<file path="config.mk">
export PLATFORM = sky130hd
export DESIGN_NAME = ctt_cell
export DESIGN_NICKNAME = d
export VERILOG_FILES = /design/src/hw/rtl/ctt_pkg.sv /design/src/hw/rtl/ctt_cell.sv
export SDC_FILE = /design/constraint.sdc
export NUM_CORES = 1
export LEC_CHECK = 0
export ABC_AREA = 1
export BUFFER_PORTS_ARGS = -buffer_cell sky130_fd_sc_hd__clkbuf_2
export CAP_MARGIN = 10
export CORE_AREA = 5 5 233 235
export CTS_BUF_LIST = sky130_fd_sc_hd__clkbuf_8
export CTS_CLUSTER_SIZE = 20
export DETAILED_ROUTE_END_ITERATION = 10
export DIE_AREA = 0 0 238 240
export HOLD_SLACK_MARGIN = 0.06
export PLACE_DENSITY = 0.38
export SYNTH_ARGS = -nofsm -noshare
export SYNTH_HDL_FRONTEND = slang
export SYNTH_SLANG_ARGS = --single-unit
</file>
<file path="constraint.sdc">
create_clock -name clk_i -period 1.6 [get_ports clk_i]
set_input_delay 0.32 -clock clk_i [delete_from_list [all_inputs] [get_ports clk_i]]
set_output_delay 0.32 -clock clk_i [all_outputs]
set_load 0.02 [all_outputs]
</file>
<file path="src/hw/rtl/ctt_pkg.sv">
// contact track table package: table size, entry record, controller states
// no dependencies; imported by every module of the block
`default_nettype none
package ctt_pkg;
  localparam int unsigned TableEntries = 16;
  localparam int unsigned IdxW  = $clog2(TableEntries);
  localparam int unsigned LiveW = $clog2(TableEntries + 1);
  localparam int unsigned IdentBytes = 20;
  localparam logic [31:0] ExpireLimitReset = 32'd30000;

  typedef struct packed {
    logic        used;
    logic [47:0] addr;
    logic [63:0] ident_head;
    logic [63:0] ident_middle;
    logic [31:0] ident_tail;
    logic [31:0] last_seen;
    logic [31:0] first_seen;
    logic [31:0] messages;
  } entry_t;

  typedef enum logic [1:0] {
    ST_IDLE,
    ST_SCAN,
    ST_WRITE
  } ctt_state_e;
endpackage
`default_nettype wire

</file>
<file path="src/hw/rtl/ctt_cell.sv">
// one cell of the rotating track ring: holds one entry, takes its neighbour's on shift
// depends on ctt_pkg
`default_nettype none
module ctt_cell (
  input  wire            clk_i,
  input  wire            rst_ni,
  input  wire            shift_i,
  input  ctt_pkg::entry_t entry_i,
  output ctt_pkg::entry_t entry_o
);
  import ctt_pkg::*;

  logic   used_q;
  entry_t data_q;

  always_ff @(posedge clk_i or negedge rst_ni) begin
    if (!rst_ni) begin
      used_q <= 1'b0;
    end else if (shift_i) begin
      used_q <= entry_i.used;
    end
  end

  always_ff @(posedge clk_i) begin
    if (shift_i) begin
      data_q <= entry_i;
    end
  end

  always_comb begin
    entry_o      = data_q;
    entry_o.used = used_q;
  end
endmodule
`default_nettype wire

</file>
Yosys cells after proc, flatten, opt, wreduce, memory -nomap -nowiden
Cells that the tools add are included.
{"block": "totals", "reg_bits": 305, "output_inout_bits": 305, "inputBits": 308, "ram_bits": 0, "romBits": 0, "word_cells": 8, "mem_count": 0, "latch_bits": 0}
{"block": "classes", "multipliers": 0, "n_eq_ne": 0, "add_sub_neg": 0, "reduce_logical": 0, "n_shift": 0, "div_mod_pow": 0, "bitwise_logic": 0, "n_mux": 0, "magnitude_cmp": 0}

Depth between registers and ports, before layout
Gate-level depths: netlist of the first run.
{"block": "depth", "ltp_word": 0, "mapped_depth": 3, "ltp_nobuf": 3}

Least setup slack after synthesis of the first run
OpenSTA, ideal clock, no wires.
{"block": "synth_path", "kind": "register -> output", "startpoint": "register used_q", "endpoint": "output port entry_o[304] (netlist name)", "required_time_ns": 1.280, "n_path_buf": 1, "t_arrival_ns": 0.501, "path_stages_with_launch": 2, "slack_ns": 0.779, "cell_sequence": "dfrtp_1 > buf_4"}
{"element": "from (decl)", "line": "ctt_cell.sv:13", "text": "logic used_q;"}
{"element": "from (signal assigned)", "line": "ctt_cell.sv:20", "text": "used_q <= entry_i.used;"}
{"element": "to (decl)", "line": "ctt_cell.sv:9", "text": "output ctt_pkg::entry_t entry_o"}
No word-level cell between the ends.

Final worst setup path of the first run
{"block": "layout_path", "startpoint": "register data_q, in the netlist entry_o[61]", "endpoint": "output port entry_o[61] (netlist name)"}
{"element": "from (decl)", "line": "ctt_cell.sv:14", "text": "entry_t data_q;"}
{"element": "from (signal assigned)", "line": "ctt_cell.sv:26", "text": "data_q <= entry_i;"}
No word-level cell between the ends.

==> reports/summary.txt, run 1 <==
post-DR vias/cell = 3.46
Rows = 84
fin crit share = 0.962
EDFF count, synth = 304
leakage = 7.52 nW
Final #Nets = 1,618
Die Area = 57,100 um2
Clock Skew = 0 ns
final setup fails = 0
most common cell in the netlist = edfxtp_1
gr ovfl total = 0
flops & latches, synth = 305
Worst-path clk slew = 0.06 ns
grt met1 use = 0.109
DRT Wirelength = 33.7 mm
placed cells = 1,634
clk buf depth = 3
Synth top cells by count = 304 x edfxtp_1, 3 x nand2_1, 1 x buf_4, 1 x dfrtp_1, 1 x inv_1
share of layout cells above drive strength 1 = 0.523
gp weighted congestion = 0.805
# Max-Cap Violations = 0
crit path max fanout = 1
initial drt markers = 169
worst skew pair latency = 0.60 ns
Pwr per Cell Area = 1100 nW/um2
CP max-delay cell = edfxtp_1
fin area = 17,500 um2
Peak VDD IR = 0.000647 V
clock buffer count from CTS = 54
Synth Cell Area = 9180 um2
fmax = 650 MHz
cell accounting for the most synthesized area = edfxtp_1
unique cell type count in the Yosys netlist = 5
core area = 52,000 um2
Root Buffer = clkbuf_8
Relative slew margins = 0.766
ranking of synthesized cells by area = edfxtp_1 99%, dfrtp_1 0.27%, nand2_1 0.12%
largest net degree at the start of global routing = 61
Synth Flop Type = edfxtp_1
met2 usage = 0.206
Mapped Cells = 310
register area share after synthesis = 0.998
CP Buf/Inv Count = 1
Worst Setup Path Type = reg -> out
RSZ-0062 raised after global routing = yes
dpl cell area = 13,400 um2
Routed Antenna Nets = 0
die width = 238 um
worst hold path class = in -> reg
Port Buf Inserts = 612
Routed WL per cell = 16.5 um
WHS = 0.423 ns
YS warnings = 0
Die Span Y = 240 um
Worst EP required = 1.28 ns
DRC viols = 0
Sink Count = 305
CP Cell Sequence = buf_6
CTS tree = done
total track usage = 0.110
Inserted Diodes = 0
actual slew at the worst max-slew pin = 0.351 ns
DR vias = 7,036
CTS H-tree depth = 2
fin. max-slew vios = 0
detailed placement HPWL = 24.8 mm
Syn-to-layout area delta = 90.3%
CP arrival = 1.22 ns
Final Hold Viols = 0
syn_nets = 618
met3 Resource Use GR = 0.0424
min cycle time layout = 1.54 ns
Top delay family on crit path = flip-flops
Starting Density = 0.176
Post-CTS Setup Repair Bufs = 0
asr flop ratio synth = 0.00328
Top Usage Layer GRT = met2
vias in the first global route = 7,923
initial antenna violation count = 2
TritonRoute pass-1 iters = 4
status = finished clean
top-area cell type share of the netlist area = 0.995
I/O pin cnt = 613
Finished Layout Cells = 2,036
global-route wire length before repair = 47.4 mm
Worst Setup End Kind = output pin
Avg Inst Size Synth = 29.6 um2
peak per-stage delay on the critical path = 0.45 ns
crit start category = flip-flop
-- area by class of cell --
type	count	area (um2)
Multi-Input combinational cell	3	11.3
Clock inverter	39	221
Inverter	1	3.75
Fill cell	5131	34600
Clock buffer	55	757
Sequential cell	305	9150
Tap cell	688	861
Timing Repair Buffer	945	6450
-- where the power goes --
group / internal (mW) / switching (mW) / leakage, nW / total (mW)
Combinational: 1.21 / 1.53 / 4.00 / 2.74
Sequential: 9.50 / 0.186 / 2.99 / 9.69
Clock: 3.50 / 3.19 / 0.530 / 6.69
Total: 14.2 / 4.91 / 7.52 / 19.1
-- flip-flops by register name, indices dropped and copies added, names as in the netlist --
signal,count
entry_o,304
used_q,1
-- per-layer routing --
layer,wire length [um],vias up,share of wire
li1,-,3278,-
met3,3070,76,0.091
met5,27,-,0.00080
met1,11200,3317,0.33
met4,1100,4,0.033
met2,18300,361,0.54
-- logic make-up (layout without fill, tap and decap cells) --
group / after synthesis / after routing / share of synthesized area
and+or+nand+nor: 3 / 3 / 0.00123
DFF: 305 / 305 / 0.998
buffers and inverters: 2 / 1040 / 0.00123
-- through the flow --
step / setup slack [ns] / utilization / power [mW] / TNS [ns]
5_1_grt: -0.0367 / 0.336 / 20.1 / -0.0960
3_3_place_gp: 0.300 / 0.257 / 12.0 / 0
3_5_place_dp: 0.288 / 0.257 / 12.0 / 0
4_1_cts: -0.0525 / 0.335 / 19.5 / -0.151
2_1_floorplan: 0.779 / - / 10.7 / 0
6_report: 0.0611 / 0.336 / 19.1 / 0
-- layout by cell type (no fill, tap or decap) --
master,netlist,layout
clkbuf_2,0,605
dlygate4sd3_1,0,308
edfxtp_1,304,304
clkbuf_8,0,55
buf_4,1,19
clkinv_1,0,18
inv_1,1,9
clkinv_2,0,8
buf_12,0,6
buf_6,0,5
nand2_1,3,3
clkinvlp_4,0,2
bufinv_16,0,2
clkinv_4,0,1
buf_8,0,1
buf_2,0,1
dfrtp_1,1,1
-- final timing paths --
path	startpoint	endpoint	slack (ns)	cells after the start
setup / recovery	entry_o[61]	entry_o[61]	0.06	1
hold / removal	entry_i[162]	entry_o[162]	0.42	2
setup reg to reg	used_q	used_q	0.99	2
hold reg to reg	used_q	used_q	0.50	2
max in group asynchronous	rst_ni	used_q	0.95	3
min in group asynchronous	rst_ni	used_q	0.55	3
-- timing repair --
action | 4_1_cts | 5_1_grt
hold buffers | 308 | 0
gates resized for setup | 0 | 16
hold endpoints to repair | 312 | 0
endpoints found under the setup margin | 6 | 6
Note: power is estimated with default switching activity, not from simulation.
==> inputs of run 2 (changes only) <==
CELL_PAD_IN_SITES_DETAIL_PLACEMENT = 0   (was default)
CELL_PAD_IN_SITES_GLOBAL_PLACEMENT = 1   (was default)
CORE_AREA = 5 5 238 240   (was 5 5 233 235)
DIE_AREA = 0 0 243 245   (was 0 0 238 240)
PLACE_DENSITY = 0.43   (was 0.38)
==> reports/summary.txt, run 2 (same netlist as run 1, synthesis figures left out) <==
CP arrival = 1.19 ns
Worst Setup End Kind = output pin
number of flip-flops in the largest register = 304
commonest non-fill, non-tap cell in the layout = clkbuf_2
Die Area = 59,500 um2
leakage = 7.51 nW
core area = 54,400 um2
detailed placement HPWL = 26.6 mm
RSZ-0062 raised after global routing = yes
fillers = 5,475
Final Hold Viols = 0
Final #Nets = 1,614
placed cells = 1,646
global-route wire length before repair = 51.2 mm
Post-CTS Setup Repair Bufs = 0
DRC viols = 0
actual slew at the worst max-slew pin = 0.347 ns
Rows = 86
worst skew pair latency = 0.58 ns
logic gate share of total power = 0.145
Relative slew margins = 0.769
sw power = 4.93 mW
min cycle time layout = 1.51 ns
crit start category = flip-flop
Int Power = 14.0 mW
DRT Wirelength = 35.3 mm
reg2reg path depth = 2
final setup fails = 0
die width = 243 um
storage element area = 9150 um2
Pwr per Cell Area = 1090 nW/um2
initial drt markers = 142
DR vias = 7,100
vias in the first global route = 8,253
CP Buf/Inv Count = 1
post-DR vias/cell = 3.46
worst hold path class = in -> reg
Routed WL per cell = 17.2 um
CP max-delay cell = edfxtp_1
status = finished clean
# Max-Cap Violations = 0
CP Cell Sequence = buf_6
Die Span Y = 245 um
Routed Antenna Nets = 0
clk buf depth = 3
sequential share of power = 0.512
gp weighted congestion = 0.774
TritonRoute pass-1 iters = 4
Sw Ratio = 0.261
worst hold path depth = 2
Finished Layout Cells = 2,052
peak per-stage delay on the critical path = 0.43 ns
initial antenna violation count = 7
Root Buffer = clkbuf_8
Syn-to-layout area delta = 89.6%
Top delay family on crit path = flip-flops
area of the multi-input gates = 11.3 um2
clock buffer count from CTS = 54
Worst EP required = 1.28 ns
Starting Density = 0.169
fin area = 17,400 um2
fin. max-slew vios = 0
crit path max fanout = 1
dpl cell area = 13,400 um2
gr ovfl total = 0
total track usage = 0.113
CTS H-tree depth = 2
Clk network pwr share = 0.342
Peak VDD IR = 0.000701 V
I/O pin cnt = 613
Clock Skew = 0 ns
share of layout cells above drive strength 1 = 0.519
largest net degree at the start of global routing = 58
fmax = 663 MHz
Worst Setup Path Type = reg -> out
CTS tree = done
fin crit share = 0.942
WP depth = 1
Port Buf Inserts = 612
most frequent cells in the layout = 607 x clkbuf_2, 308 x dlygate4sd3_1, 304 x edfxtp_1
Sink Count = 305
Worst-path clk slew = 0.06 ns
[run 2: final timing paths]
kind                               from           end  slack, ns
setup reg to reg                 used_q        used_q       0.99
hold reg to reg                  used_q        used_q       0.50
max in group asynchronous        rst_ni        used_q       0.91
min in group asynchronous        rst_ni        used_q       0.59
hold / removal             entry_i[172]  entry_o[172]       0.44
setup / recovery           entry_o[121]  entry_o[121]       0.09
[run 2: repair_timing]
| action | CTS | global route |
|---|---|---|
| resized for setup | 0 | 8 |
| hold endpoints to repair | 313 | 0 |
| setup endpoints to repair | 1 | 4 |
| hold buffers | 308 | 0 |
[run 2: area by class of cell]
class,count,share of cell area
sequential,305,0.526
tap,704,0.0506
multi-input combinational,3,0.000647
timing repair buffer,941,0.368
clock buffer,57,0.0451
antenna,1,0.000144
clock inverter,40,0.00928
inverter,1,0.000216
[run 2: per-layer routing]
metal	track usage	up-vias	wire length [um]
met3	0.0505	76	3350
met5	0	-	55
li1	-	3266	-
met4	0.0406	8	974
met1	0.119	3359	12700
met2	0.200	391	18200
[run 2: power groups by stage]
stage | Combinational [mW] | Sequential (mW) | Clock, mW
global route | 2.91 | 9.73 | 7.24
floorplan | 0.00869 | 10.7 | 0
finish | 2.75 | 9.68 | 6.47
CTS | 2.80 | 9.68 | 6.84
global placement | 2.15 | 9.83 | 0
detailed placement | 2.15 | 9.84 | 0
[run 2: per-stage QoR]
stage | hold WS (ns) | power [mW] | worst slack (ns) | TNS (ns) | utilization
floorplan | 0.0244 | 10.7 | 0.779 | 0 | -
global placement | 0.0972 | 12.0 | 0.334 | 0 | 0.245
detailed placement | 0.0959 | 12.0 | 0.320 | 0 | 0.245
CTS | 0.355 | 19.3 | -0.00958 | -0.00958 | 0.319
global route | 0.375 | 19.9 | -0.00687 | -0.00687 | 0.319
finish | 0.438 | 18.9 | 0.0927 | 0 | 0.319
